**src/sdtp_pkg.sv**
```systemverilog
// Shared types and codes for the sorted deadline timer pool
`timescale 1ns / 1ps
package sdtp_pkg;

    localparam int SLOTS_DEFAULT = 16;
    localparam int MAX_RESULTS   = 16;
    localparam int KW            = $clog2(MAX_RESULTS + 1);
    localparam logic [31:0] NO_DEADLINE = 32'hffff_ffff;

    localparam logic [2:0] ACT_ALLOC = 3'd0;
    localparam logic [2:0] ACT_FREE  = 3'd1;
    localparam logic [2:0] ACT_INIT  = 3'd2;
    localparam logic [2:0] ACT_SET   = 3'd3;
    localparam logic [2:0] ACT_TICK  = 3'd4;

    localparam logic [1:0] KIND_GRANT   = 2'd0;
    localparam logic [1:0] KIND_FAIL    = 2'd1;
    localparam logic [1:0] KIND_EXPIRED = 2'd2;

    typedef struct packed {
        logic        valid;
        logic [1:0]  kind;
        logic [3:0]  slot;
        logic [31:0] pay;
        logic [3:0]  chan;
        logic        last;
    } res_t;

endpackage

```
**src/sorted_deadline_timer_pool.sv**
```systemverilog
// Timer pool: fixed count 0 after reset, all slots free; no store clearing pass.
// Alloc, init and idle ticks: busy stays low, next item may follow in the next cycle.
// Alloc result shows in the cycle after the transfer.
// Free/set timeout: walks the sorted list, then reloads the earliest deadline;
// re-arming a running slot walks twice, once to unlink and once to insert.
// Expiring tick: pops expired slots, at most MAX_RESULTS; results one per step.
`timescale 1ns / 1ps
module sorted_deadline_timer_pool import sdtp_pkg::*; #(
    parameter int TIMER_SLOTS = SLOTS_DEFAULT
) (
    input  logic               clk,
    input  logic               rst_n,
    input  logic               start,
    input  logic [2:0]         action,
    input  logic [3:0]         slot_id,
    input  logic [31:0]        timeout_ticks,
    input  logic signed [31:0] payload,
    input  logic [3:0]         channel,
    output logic               busy,
    output logic               valid,
    output logic [1:0]         kind,
    output logic [3:0]         slot_out,
    output logic signed [31:0] expired_payload,
    output logic [3:0]         expired_channel,
    output logic               last
);

    localparam int SW = $clog2(TIMER_SLOTS);
    localparam int LW = $clog2(TIMER_SLOTS + 1);
    localparam int DW = 32 + LW;

    res_t res;
    logic a_we, b_we;
    logic [SW-1:0] a_waddr, a_raddr, b_waddr, b_raddr;
    logic [DW-1:0] a_wdata, a_rdata;
    logic [35:0] b_wdata, b_rdata;

    // deadline and next link per slot
    sdtp_ram #(.WIDTH(DW), .DEPTH(TIMER_SLOTS)) u_link_ram (
        .clk   (clk),
        .we    (a_we),
        .waddr (a_waddr),
        .wdata (a_wdata),
        .raddr (a_raddr),
        .rdata (a_rdata)
    );

    // payload and channel per slot
    sdtp_ram #(.WIDTH(36), .DEPTH(TIMER_SLOTS)) u_pay_ram (
        .clk   (clk),
        .we    (b_we),
        .waddr (b_waddr),
        .wdata (b_wdata),
        .raddr (b_raddr),
        .rdata (b_rdata)
    );

    sdtp_engine #(.TIMER_SLOTS(TIMER_SLOTS)) u_engine (
        .clk           (clk),
        .rst_n         (rst_n),
        .start         (start),
        .action        (action),
        .slot_id       (slot_id),
        .timeout_ticks (timeout_ticks),
        .payload       (payload),
        .channel       (channel),
        .busy          (busy),
        .res           (res),
        .a_we          (a_we),
        .a_waddr       (a_waddr),
        .a_wdata       (a_wdata),
        .a_raddr       (a_raddr),
        .a_rdata       (a_rdata),
        .b_we          (b_we),
        .b_waddr       (b_waddr),
        .b_wdata       (b_wdata),
        .b_raddr       (b_raddr),
        .b_rdata       (b_rdata)
    );

    assign valid           = res.valid;
    assign kind            = res.kind;
    assign slot_out        = res.slot;
    assign expired_payload = res.pay;
    assign expired_channel = res.chan;
    assign last            = res.last;

endmodule

```
**src/sdtp_ram.sv**
```systemverilog
// Generic single-write, single-read RAM with registered read data
`timescale 1ns / 1ps
module sdtp_ram #(
    parameter int WIDTH = 8,
    parameter int DEPTH = 16,
    localparam int AW = $clog2(DEPTH)
) (
    input  logic             clk,
    input  logic             we,
    input  logic [AW-1:0]    waddr,
    input  logic [WIDTH-1:0] wdata,
    input  logic [AW-1:0]    raddr,
    output logic [WIDTH-1:0] rdata
);

    logic [WIDTH-1:0] mem [DEPTH];

    always_ff @(posedge clk)
    begin
        if (we)
        begin
            mem[waddr] <= wdata;
        end
        rdata <= mem[raddr];
    end

endmodule

```
**src/sdtp_engine.sv**
```systemverilog
// Sequencer: slot marks, sorted list walks and expiry over the slot RAMs
`timescale 1ns / 1ps
module sdtp_engine import sdtp_pkg::*; #(
    parameter int TIMER_SLOTS = SLOTS_DEFAULT,
    localparam int SW = $clog2(TIMER_SLOTS),
    localparam int LW = $clog2(TIMER_SLOTS + 1),
    localparam int DW = 32 + LW
) (
    input  logic          clk,
    input  logic          rst_n,
    input  logic          start,
    input  logic [2:0]    action,
    input  logic [3:0]    slot_id,
    input  logic [31:0]   timeout_ticks,
    input  logic [31:0]   payload,
    input  logic [3:0]    channel,
    output logic          busy,
    output res_t          res,
    output logic          a_we,
    output logic [SW-1:0] a_waddr,
    output logic [DW-1:0] a_wdata,
    output logic [SW-1:0] a_raddr,
    input  logic [DW-1:0] a_rdata,
    output logic          b_we,
    output logic [SW-1:0] b_waddr,
    output logic [35:0]   b_wdata,
    output logic [SW-1:0] b_raddr,
    input  logic [35:0]   b_rdata
);

    typedef enum logic [11:0] {
        S_IDLE   = 12'b0000_0000_0001,
        S_UL_RD  = 12'b0000_0000_0010,
        S_UL_CHK = 12'b0000_0000_0100,
        S_UL_END = 12'b0000_0000_1000,
        S_IN_RD  = 12'b0000_0001_0000,
        S_IN_CHK = 12'b0000_0010_0000,
        S_IN_WR  = 12'b0000_0100_0000,
        S_IN_LK  = 12'b0000_1000_0000,
        S_RF_RD  = 12'b0001_0000_0000,
        S_RF_CHK = 12'b0010_0000_0000,
        S_EX_RD  = 12'b0100_0000_0000,
        S_EX_CHK = 12'b1000_0000_0000
    } state_t;

    localparam logic [LW-1:0] NO_LINK = LW'(TIMER_SLOTS);

    state_t state_reg, state_next;
    logic [31:0] tick_reg, tick_next;
    logic [31:0] earliest_reg, earliest_next;
    logic [LW-1:0] head_reg, head_next;
    logic [LW-1:0] count_reg, count_next;
    logic [TIMER_SLOTS-1:0] free_reg, free_next;
    logic [TIMER_SLOTS-1:0] run_reg, run_next;
    logic [LW-1:0] cur_reg, cur_next;
    logic [SW-1:0] prev_reg, prev_next;
    logic prev_none_reg, prev_none_next;
    logic [31:0] prev_dl_reg, prev_dl_next;
    logic [LW-1:0] n_reg, n_next;
    logic [SW-1:0] s_reg, s_next;
    logic [2:0] op_reg, op_next;
    logic [31:0] dnew_reg, dnew_next;
    logic [KW-1:0] k_reg, k_next;
    logic ex_end_reg, ex_end_next;
    res_t pend_reg, pend_next;
    res_t res_reg, res_next;

    logic [31:0] rd_dl;
    logic [LW-1:0] rd_link;
    logic [SW-1:0] s_in;
    logic slot_ok;
    logic [SW-1:0] grant;
    logic found;
    logic [31:0] tick_inc;

    assign rd_dl    = a_rdata[DW-1:LW];
    assign rd_link  = a_rdata[LW-1:0];
    assign s_in     = SW'(slot_id);
    assign slot_ok  = int'(slot_id) < TIMER_SLOTS;
    assign tick_inc = tick_reg + 32'd1;
    assign busy     = (state_reg != S_IDLE) || ex_end_reg;
    assign res      = res_reg;

    // lowest free slot
    always_comb
    begin
        grant = '0;
        found = 1'b0;
        for (int i = TIMER_SLOTS - 1; i >= 0; i--)
        begin
            if (free_reg[i])
            begin
                grant = SW'(i);
                found = 1'b1;
            end
        end
    end

    always_comb
    begin
        state_next     = state_reg;
        tick_next      = tick_reg;
        earliest_next  = earliest_reg;
        head_next      = head_reg;
        count_next     = count_reg;
        free_next      = free_reg;
        run_next       = run_reg;
        cur_next       = cur_reg;
        prev_next      = prev_reg;
        prev_none_next = prev_none_reg;
        prev_dl_next   = prev_dl_reg;
        n_next         = n_reg;
        s_next         = s_reg;
        op_next        = op_reg;
        dnew_next      = dnew_reg;
        k_next         = k_reg;
        ex_end_next    = 1'b0;
        pend_next      = pend_reg;
        res_next       = '0;
        a_we           = 1'b0;
        a_waddr        = s_reg;
        a_wdata        = {dnew_reg, cur_reg};
        a_raddr        = cur_reg[SW-1:0];
        b_we           = 1'b0;
        b_waddr        = s_in;
        b_wdata        = {payload, channel};
        b_raddr        = head_reg[SW-1:0];

        if (ex_end_reg)
        begin
            // flush the held result as the final one, then refresh the head
            if (pend_reg.valid)
            begin
                res_next      = pend_reg;
                res_next.last = 1'b1;
            end
            pend_next.valid = 1'b0;
            if (count_reg == '0)
            begin
                head_next = '0;
            end
            state_next = S_RF_RD;
        end
        else
        begin
            case (state_reg)
                S_IDLE:
                begin
                    if (start)
                    begin
                        case (action)
                            ACT_ALLOC:
                            begin
                                res_next.valid = 1'b1;
                                res_next.last  = 1'b1;
                                if (found)
                                begin
                                    free_next[grant] = 1'b0;
                                    res_next.kind    = KIND_GRANT;
                                    res_next.slot    = 4'(grant);
                                end
                                else
                                begin
                                    res_next.kind = KIND_FAIL;
                                end
                            end
                            ACT_FREE, ACT_SET:
                            begin
                                if (slot_ok)
                                begin
                                    s_next         = s_in;
                                    op_next        = action;
                                    dnew_next      = timeout_ticks + tick_reg;
                                    cur_next       = head_reg;
                                    prev_none_next = 1'b1;
                                    n_next         = '0;
                                    if (run_reg[s_in])
                                    begin
                                        state_next = S_UL_RD;
                                    end
                                    else if (action == ACT_FREE)
                                    begin
                                        free_next[s_in] = 1'b1;
                                    end
                                    else
                                    begin
                                        state_next = S_IN_RD;
                                    end
                                end
                            end
                            ACT_INIT:
                            begin
                                b_we = slot_ok;
                            end
                            ACT_TICK:
                            begin
                                tick_next = tick_inc;
                                if (!(earliest_reg > tick_inc))
                                begin
                                    k_next          = '0;
                                    pend_next.valid = 1'b0;
                                    state_next      = S_EX_RD;
                                end
                            end
                            default:
                            begin
                            end
                        endcase
                    end
                end
                S_UL_RD:
                begin
                    if (n_reg < count_reg && cur_reg < NO_LINK)
                    begin
                        state_next = S_UL_CHK;
                    end
                    else
                    begin
                        state_next = S_UL_END;
                    end
                end
                S_UL_CHK:
                begin
                    if (cur_reg == LW'(s_reg))
                    begin
                        if (prev_none_reg)
                        begin
                            head_next = rd_link;
                        end
                        else
                        begin
                            a_we    = 1'b1;
                            a_waddr = prev_reg;
                            a_wdata = {prev_dl_reg, rd_link};
                        end
                        count_next = count_reg - 1'b1;
                        state_next = S_UL_END;
                    end
                    else
                    begin
                        prev_next      = cur_reg[SW-1:0];
                        prev_none_next = 1'b0;
                        prev_dl_next   = rd_dl;
                        cur_next       = rd_link;
                        n_next         = n_reg + 1'b1;
                        state_next     = S_UL_RD;
                    end
                end
                S_UL_END:
                begin
                    run_next[s_reg] = 1'b0;
                    if (op_reg == ACT_FREE)
                    begin
                        free_next[s_reg] = 1'b1;
                        state_next       = S_RF_RD;
                    end
                    else
                    begin
                        cur_next       = head_reg;
                        prev_none_next = 1'b1;
                        n_next         = '0;
                        state_next     = S_IN_RD;
                    end
                end
                S_IN_RD:
                begin
                    if (n_reg < count_reg && cur_reg < NO_LINK)
                    begin
                        state_next = S_IN_CHK;
                    end
                    else
                    begin
                        if (!(n_reg < count_reg))
                        begin
                            cur_next = NO_LINK;
                        end
                        state_next = S_IN_WR;
                    end
                end
                S_IN_CHK:
                begin
                    // ties go ahead of equal deadlines
                    if (dnew_reg <= rd_dl)
                    begin
                        state_next = S_IN_WR;
                    end
                    else
                    begin
                        prev_next      = cur_reg[SW-1:0];
                        prev_none_next = 1'b0;
                        prev_dl_next   = rd_dl;
                        cur_next       = rd_link;
                        n_next         = n_reg + 1'b1;
                        state_next     = S_IN_RD;
                    end
                end
                S_IN_WR:
                begin
                    a_we             = 1'b1;
                    count_next       = count_reg + 1'b1;
                    run_next[s_reg]  = 1'b1;
                    free_next[s_reg] = 1'b0;
                    if (prev_none_reg)
                    begin
                        head_next  = LW'(s_reg);
                        state_next = S_RF_RD;
                    end
                    else
                    begin
                        state_next = S_IN_LK;
                    end
                end
                S_IN_LK:
                begin
                    a_we       = 1'b1;
                    a_waddr    = prev_reg;
                    a_wdata    = {prev_dl_reg, LW'(s_reg)};
                    state_next = S_RF_RD;
                end
                S_RF_RD:
                begin
                    a_raddr = head_reg[SW-1:0];
                    if (count_reg != '0 && head_reg < NO_LINK)
                    begin
                        state_next = S_RF_CHK;
                    end
                    else
                    begin
                        earliest_next = NO_DEADLINE;
                        state_next    = S_IDLE;
                    end
                end
                S_RF_CHK:
                begin
                    earliest_next = rd_dl;
                    state_next    = S_IDLE;
                end
                S_EX_RD:
                begin
                    a_raddr = head_reg[SW-1:0];
                    if (k_reg < KW'(MAX_RESULTS) && count_reg != '0 && head_reg < NO_LINK)
                    begin
                        state_next = S_EX_CHK;
                    end
                    else
                    begin
                        ex_end_next = 1'b1;
                    end
                end
                S_EX_CHK:
                begin
                    if (rd_dl > tick_reg)
                    begin
                        ex_end_next = 1'b1;
                    end
                    else
                    begin
                        // hold each result one step so the final one can carry last
                        if (pend_reg.valid)
                        begin
                            res_next = pend_reg;
                        end
                        pend_next.valid = 1'b1;
                        pend_next.kind  = KIND_EXPIRED;
                        pend_next.slot  = 4'(head_reg[SW-1:0]);
                        pend_next.pay   = b_rdata[35:4];
                        pend_next.chan  = b_rdata[3:0];
                        pend_next.last  = 1'b0;
                        run_next[head_reg[SW-1:0]] = 1'b0;
                        head_next  = rd_link;
                        count_next = count_reg - 1'b1;
                        k_next     = k_reg + 1'b1;
                        state_next = S_EX_RD;
                    end
                end
                default:
                begin
                    state_next = S_IDLE;
                end
            endcase
        end
    end

    always_ff @(posedge clk or negedge rst_n)
    begin
        if (!rst_n)
        begin
            state_reg     <= S_IDLE;
            tick_reg      <= '0;
            earliest_reg  <= NO_DEADLINE;
            head_reg      <= '0;
            count_reg     <= '0;
            free_reg      <= '1;
            run_reg       <= '0;
            cur_reg       <= '0;
            prev_reg      <= '0;
            prev_none_reg <= 1'b1;
            prev_dl_reg   <= '0;
            n_reg         <= '0;
            s_reg         <= '0;
            op_reg        <= ACT_ALLOC;
            dnew_reg      <= '0;
            k_reg         <= '0;
            ex_end_reg    <= 1'b0;
            pend_reg      <= '0;
            res_reg       <= '0;
        end
        else
        begin
            state_reg     <= state_next;
            tick_reg      <= tick_next;
            earliest_reg  <= earliest_next;
            head_reg      <= head_next;
            count_reg     <= count_next;
            free_reg      <= free_next;
            run_reg       <= run_next;
            cur_reg       <= cur_next;
            prev_reg      <= prev_next;
            prev_none_reg <= prev_none_next;
            prev_dl_reg   <= prev_dl_next;
            n_reg         <= n_next;
            s_reg         <= s_next;
            op_reg        <= op_next;
            dnew_reg      <= dnew_next;
            k_reg         <= k_next;
            ex_end_reg    <= ex_end_next;
            pend_reg      <= pend_next;
            res_reg       <= res_next;
        end
    end

endmodule

```
**config.mk**
```make
export PLATFORM = sky130hd
export DESIGN_NAME = sorted_deadline_timer_pool
export DESIGN_NICKNAME = d
export VERILOG_FILES = /design/src/sdtp_pkg.sv /design/src/sorted_deadline_timer_pool.sv /design/src/sdtp_ram.sv /design/src/sdtp_engine.sv
export SDC_FILE = /design/constraint.sdc
export NUM_CORES = 2
export LEC_CHECK = 0
export ABC_AREA = 1
export BUFFER_PORTS_ARGS = -buffer_cell sky130_fd_sc_hd__buf_2
export CAP_MARGIN = 20
export CELL_PAD_IN_SITES_DETAIL_PLACEMENT = 1
export CELL_PAD_IN_SITES_GLOBAL_PLACEMENT = 2
export CORE_ASPECT_RATIO = 0.5
export CORE_MARGIN = 2
export CORE_UTILIZATION = 43
export DETAILED_ROUTE_END_ITERATION = 10
export GPL_ROUTABILITY_DRIVEN = 0
export GPL_TIMING_DRIVEN = 0
export PLACE_DENSITY = 0.86
export SYNTH_ARGS = -nofsm -noshare
export SYNTH_HDL_FRONTEND = slang
export SYNTH_SLANG_ARGS = --single-unit
export TNS_END_PERCENT = 30
```
**constraint.sdc**
```tcl
create_clock -name clk -period 7.1 [get_ports clk]
set_input_delay 0.71 -clock clk [delete_from_list [all_inputs] [get_ports clk]]
set_output_delay 0.71 -clock clk [all_outputs]
set_load 0.01 [all_outputs]
```
-- Yosys cells after proc, flatten, opt, wreduce, memory -nomap -nowiden
Memory sizes are Yosys's and may differ from the RTL's. A register that Yosys moved wholly into a read port is not among the register bits.
Cells that the tools add are included.
- $lt $le $gt $ge: 15
- bitwise gates (word level): 12
- reduce and logical (&&, ||, !) cells: 39
- mux-type cells: 155
- equality and inequality tests: 48
- $add $sub $neg: 6
- operators by type and width (operator ; count):
    44-bit 2-to-1 mux ; 5
    12-bit one-hot mux with 11 select lines ; 1
    32-bit one-hot mux with 2 select lines ; 2
    5-bit 2-to-1 mux ; 24
    37-bit 2-to-1 mux ; 3
    4-bit 2-to-1 mux ; 26
    16-bit 2-to-1 mux ; 6
    32-bit 2-to-1 mux ; 3
    16-bit one-hot mux with 3 select lines ; 2
    12-bit 2-to-1 mux ; 7
    37-bit one-hot mux with 2 select lines ; 1
    16-bit AND ; 4
    32-bit greater-than comparator ; 2
    16-bit NOT ; 3
    16-bit bitwise OR ; 3
    1-bit 2-to-1 mux ; 47
    36-bit 2-to-1 mux ; 1
    32-bit by 1-bit adder with 32-bit output (second input constant) ; 1
    32-bit adder ; 1
    32-bit <= comparator ; 1
    16-bit one-hot mux with 2 select lines ; 1
    5-bit one-hot mux with 3 select lines ; 2
    7-bit 2-to-1 mux ; 4
    5-bit one-hot mux with 5 select lines ; 1
    other kinds (58) ; 124
- output and inout port bits: 45
- memories kept: 2
- bits of input ports: 78
- register bits: 296
- bits in writable memories: 1168
- word-level logic and storage cells: 305
- memories (memory ; depth ; bits a word ; read ports ; clocked after memory_dff ; write ports ; line ; RTL):
    u_link_ram.mem ; 16 ; 37 ; 1 ; 1 ; 1 ; sdtp_ram.sv:16 ; logic [WIDTH-1:0] mem [DEPTH];
    u_pay_ram.mem ; 16 ; 36 ; 1 ; 1 ; 1 ; sdtp_ram.sv:16 ;

-- Depth between registers and ports, before layout
- depth after elaboration: 26
- gate-level depth with buffers: 24
- depth with buffers taken out: 24

-- By module
From an unflattened synthesis, not the netlist that was laid out.
- cell total of the unflattened synthesis: 7325
- area, all modules: 70847.9 um^2
- modules (own cells, without submodules) (module ; instances ; seq. area each (um^2) ; area an instance (um^2) ; cells an instance):
    sdtp_ram at u_link_ram ; 1 ; 18517.8 ; 26270.2 ; 2446
    sdtp_ram at u_pay_ram ; 1 ; 18017.3 ; 25507.0 ; 2379
    sdtp_engine ; 1 ; 7469.7 ; 19070.8 ; 2500

-- Worst setup path before layout
Ideal clock, no wire load.
- kind: register to register
- start point: register u_engine.state_reg[6]
- end point: memory u_pay_ram.mem[24][0], in the netlist u_pay_ram.mem[12][0], enable pin
- setup time: 0.523 ns
- arrival: 4.843 ns
- clock period less this slack: 5.366 ns
- stages on the path, launching flop included: 8
- slack: 1.734 ns
- buffers on the path: 0
- data required time: 6.577 ns
- cells stage by stage: dfrtp_1 nor2_1 nand2_4 nor2_4 nand2_2 nor2_1 nand4_1 nor4_1
- cells in the longest elaborated chain, start to end: 5
- ends and longest elaborated chain (what ; line ; RTL):
    start: declaration ; sdtp_engine.sv:48 ; state_t state_reg, state_next;
    start signal: assignment ; sdtp_engine.sv:410 ; state_reg <= state_next;
    12-bit by 1-bit == test with 1-bit output ; sdtp_engine.sv:146 ; case (state_reg)
    1-bit 2-to-1 mux ; sdtp_engine.sv:146 ;
    1-bit 2-to-1 mux ; sdtp_engine.sv:129 ; if (ex_end_reg)
    1-bit 2-to-1 mux ; sdtp_ram.sv:20 ; if (we)
    1-bit 2-to-1 mux (implied by the code) ; sdtp_ram.sv:22 ; mem[waddr] <= wdata;
    end: declaration ; sdtp_ram.sv:16 ;
Every way passes these cells.

-- Worst setup path in the final report
- start point: register u_engine.tick_reg[0]
- end point: register u_engine.k_reg[2]
- cells in the longest elaborated chain, start to end: 4
- elaborated cells between the ends (all ways): 6
- those cells by class: 1 x add/sub; 2 x order compare; 2 x eq/ne; 1 x reduce/logical
- ends and longest elaborated chain (what ; line ; RTL):
    start: declaration ; sdtp_engine.sv:49 ; logic [31:0] tick_reg, tick_next;
    start signal: assignment ; sdtp_engine.sv:411 ; tick_reg <= tick_next;
    32-bit by 1-bit adder with 32-bit output ; sdtp_engine.sv:80 ; assign tick_inc = tick_reg + 32'd1;
    32-bit greater-than comparator ; sdtp_engine.sv:198 ; if (!(earliest_reg > tick_inc))
    2-bit != test (no line) ; -- ;
    6-bit AND reduction (no line) * ; -- ;
    end signal: assignment ; sdtp_engine.sv:425 ; k_reg <= k_next;
    end: declaration ; sdtp_engine.sv:63 ; logic [KW-1:0] k_reg, k_next;
Mark *: on every way between the ends. The rest lies on a longest branch, timed or not.
A chain may end at the register's enable or synchronous reset.

==> flow_summary.yaml <==
outcome:
  status: "finished, violations left"
  violations: "hold timing"
clocking:
  clk_path_buf_depth: 3
  cts_tree: "built"
  worstSkewPairLatency_ns: 0.81
  cts_root_buf: "clkbuf_16"
  cts-hold-fix-buffers: 0
  cts_made_buffers: 143
  htreeDepth: 4
  clk_pin_slew_worst_paths_ns: 0.07
  clock_sinks: 1537
  cts_resized: 0
  post-cts-setup-buffers: 0
worst_setup_path:
  crit_family: "simple AND/OR/NAND/NOR gates"
  crit_fanout: 6
  end_kind: "flop"
  slowest_delay_ns: 0.60
  arrival_ns: 6.23
  crit_path_frequent_cell: "nand2_1"
  crit_slowest_cell: "nor4_1"
  cp.buffers_inverters: 2
  cp_cell_sequence: "ha_1, nand3_1, nor2_1, nand2_1, nor4_1, nand2_1, nor4_1, xor2_1, inv_1, ha_1, nand2_1, nor2_1, and2_1, inv_1, nor4_1, nand4_1, nand3_1, nand4_1, nand2_1, o21ai_0"
  worstSetupPathType: "flop to flop"
  cp_data_required_time_ns: 7.76
  cp-start-kind: "flop"
finish:
  multi_input_area_um2: 18400
  nFillCells: 15900
  finalNonFillerCells: 8095
  fin_nets: 6183
  largest_reg_flops: 592
  seq_area_um2: 44000
  fin_util_pct: 49.2
  drive_gt1_share_pct: 10.2
  syn2layout_area_growth_pct: 13.9
route:
  drcViolationCount: 0
  wl_um: 231000
  initialDrtViolationCount: 5777
  via_per_inst: 6.08
  ant_nets: 0
  dr.pass1.iters: 5
  detail_route.wl_per_cell_um: 28.6
  vias: 49200
logic_synthesis:
  synthMuxAreaShare_pct: 0.0612
  ys_types: 61
  yosys_register_bits: 1537
  yosysTopAreaCell: "edfxtp_1"
  synth_xor_area_share_pct: 0.737
  synth_cells: 5627
  synth_ff_type: "edfxtp_1"
  synth_top_cell_area_share_pct: 53.6
  synth_seq_area_share_pct: 67.3
  synth.most_common_cell: "edfxtp_1"
  synth-compound-area-share_pct: 13.1
  synth_common_cells: "edfxtp_1 (1168), nand2_1 (535), nand3_1 (508)"
  synthAdderAreaFrac_pct: 2.68
  netlist_top_cells_area: "edfxtp_1 (54%), dfrtp_1 (9.4%), nand3_1 (3.9%)"
  synth-async-reset-ratio_pct: 19.3
  syn_area_per_cell_um2: 11.6
  synth-simple-area-share_pct: 11.1
  syn_area_um2: 65400
  yosys_warnings: 0
  synthesis.nets: 5844
  synth_top_family_by_area: "compound AO/OA/AOI/OAI gates"
  synth_edf_count: 1168
timing:
  hold_slack_ns: -0.0496
  fin_ws_ns: 1.53
  setup_violations: 0
  rsz0062_at_grt: "no"
  finalClockSkew_ns: 0.0351
  worst_pin_slew_ns: 1.19
  fin_setup_tns_ns: 0
  max_slew_margin_pct: 19.5
  fmax_mhz: 180
  fin_crit_ns: 5.57
  finalMaxSlewViolations: 0
  fin_crit_sh_pct: 78.4
  hold_violations: 24
global_routing:
  grt_pass1_wl_um: 338000
  antenna_found_initial: 10
  grt_usage_pct: 29.4
  grt_pass1_vias: 51400
  grt_max_degree: 115
  grt_overflow: 0
floorplan:
  coreArea_um2: 151000
  die_height_um: 280
  io_pins: 123
  initial_core_util_pct: 43.2
  fp.dieW_um: 556
  row_count: 101
  dieArea_um2: 155000
power_and_ir_drop:
  powerDensity_nw_per_um2: 409
  peakVddDrop_mv: 0.236
  p_leak_uw: 0.0274
hold_path:
  min_path_type: "primary input to async pin"
flow_run:
  cap_violations: 0
placement:
  preCtsSetupSlack_ns: 1.76
  dp.cells: 7827
  dpl.hpwl_um: 161000
  numPortBuffers: 121
area by class of cell:
cell class	count	area share, %
Clock inverter	74	0.848
Tap cell	2008	3.37
Buffer	306	1.80
Multi-Input combinational cell	3275	24.7
Clock buffer	190	5.33
Antenna cell	2	0.00672
Sequential cell	1537	59.0
Inverter	509	2.56
Timing Repair Buffer	194	2.37
cells by family after synthesis:
family	Yosys count
fa+ha+maj	139
simple gates	1636
flops	1537
mux	4
xor+xnor	55
buf+inv	815
compound gates	1441
through the flow:
| step | instance area (µm²) | total power, µW | hold WS (ns) |
|---|---|---|---|
| finish | 74500 | 30500 | -0.0496 |
| floorplan | 65400 | 17600 | 0.414 |
| CTS | 74500 | 30200 | 0.0108 |
| global route | 74500 | 31600 | 0.0399 |
| detailed placement | 69900 | 22400 | 0.452 |
| global placement | 68500 | 21800 | 0.434 |
power breakdown:
| group | total [µW] | internal [µW] | leakage (µW) | switching (µW) |
|---|---|---|---|---|
| registers | 11500 | 10900 | 0.0150 | 540 |
| clock network | 7810 | 4220 | 0.00224 | 3590 |
| logic | 11200 | 2880 | 0.0102 | 8320 |
cell usage in the layout, fill, tap and decap left out, drive strengths merged, types with 17 or more instances in the layout:
master / n
xor2: 40
clkbuf: 398
nor2: 428
o211ai: 145
or4: 36
dfrtp: 246
a22oi: 193
edfxtp: 1168
nand2: 546
nand4: 40
nor3: 42
ha: 137
o21ai: 701
a31oi: 151
clkinv: 55
a32o: 24
a21oi: 156
dfstp: 50
buf: 292
nor4: 17
inv: 512
o21bai: 27
dfxtp: 73
nand3: 511
per-layer routing:
layer	GRT usage, %	share of wire, %	vias up
li1	-	-	21100
met1	39.3	41	25100
met2	47.7	47	2474
met3	5.36	8.6	535
met4	11.6	3.9	14
met5	0	0.039	-
worst register-to-register path, stage by stage (launching register included):
cell,delay (ns)
dfrtp_1,0.47
ha_1,0.23
nand3_1,0.14
nor2_1,0.19
nand2_1,0.17
nor4_1,0.54
nand2_1,0.31
nor4_1,0.41
xor2_1,0.26
inv_1,0.07
ha_1,0.28
nand2_1,0.09
nor2_1,0.16
and2_1,0.22
inv_1,0.06
nor4_1,0.60
nand4_1,0.50
nand3_1,0.28
nand4_1,0.24
nand2_1,0.13
o21ai_0,0.08
worst paths after layout:
| path | start | to | slack, ns | cells after the start |
|---|---|---|---|---|
| setup / recovery | u_engine.tick_reg[0]$_DFFE_PN0P_ | u_engine.k_reg[2]$_DFFE_PN0P_ | 1.53 | 20 |
| setup reg to reg | u_engine.tick_reg[0]$_DFFE_PN0P_ | u_engine.k_reg[2]$_DFFE_PN0P_ | 1.53 | 20 |
| hold reg to reg | u_engine.pend_reg[42]$_DFFE_PN0P_ | u_engine.pend_reg[42]$_DFFE_PN0P_ | 0.46 | 2 |
| min in group clk | slot_id[2] | u_engine.s_reg[2]$_DFFE_PN0P_ | 0.25 | 3 |
| hold / removal | rst_n | u_engine.dnew_reg[6]$_DFFE_PN0P_ | -0.05 | 1 |
| max in group asynchronous | rst_n | u_engine.pend_reg[27]$_DFFE_PN0P_ | 5.51 | 3 |
(Power assumes the default switching activity.)
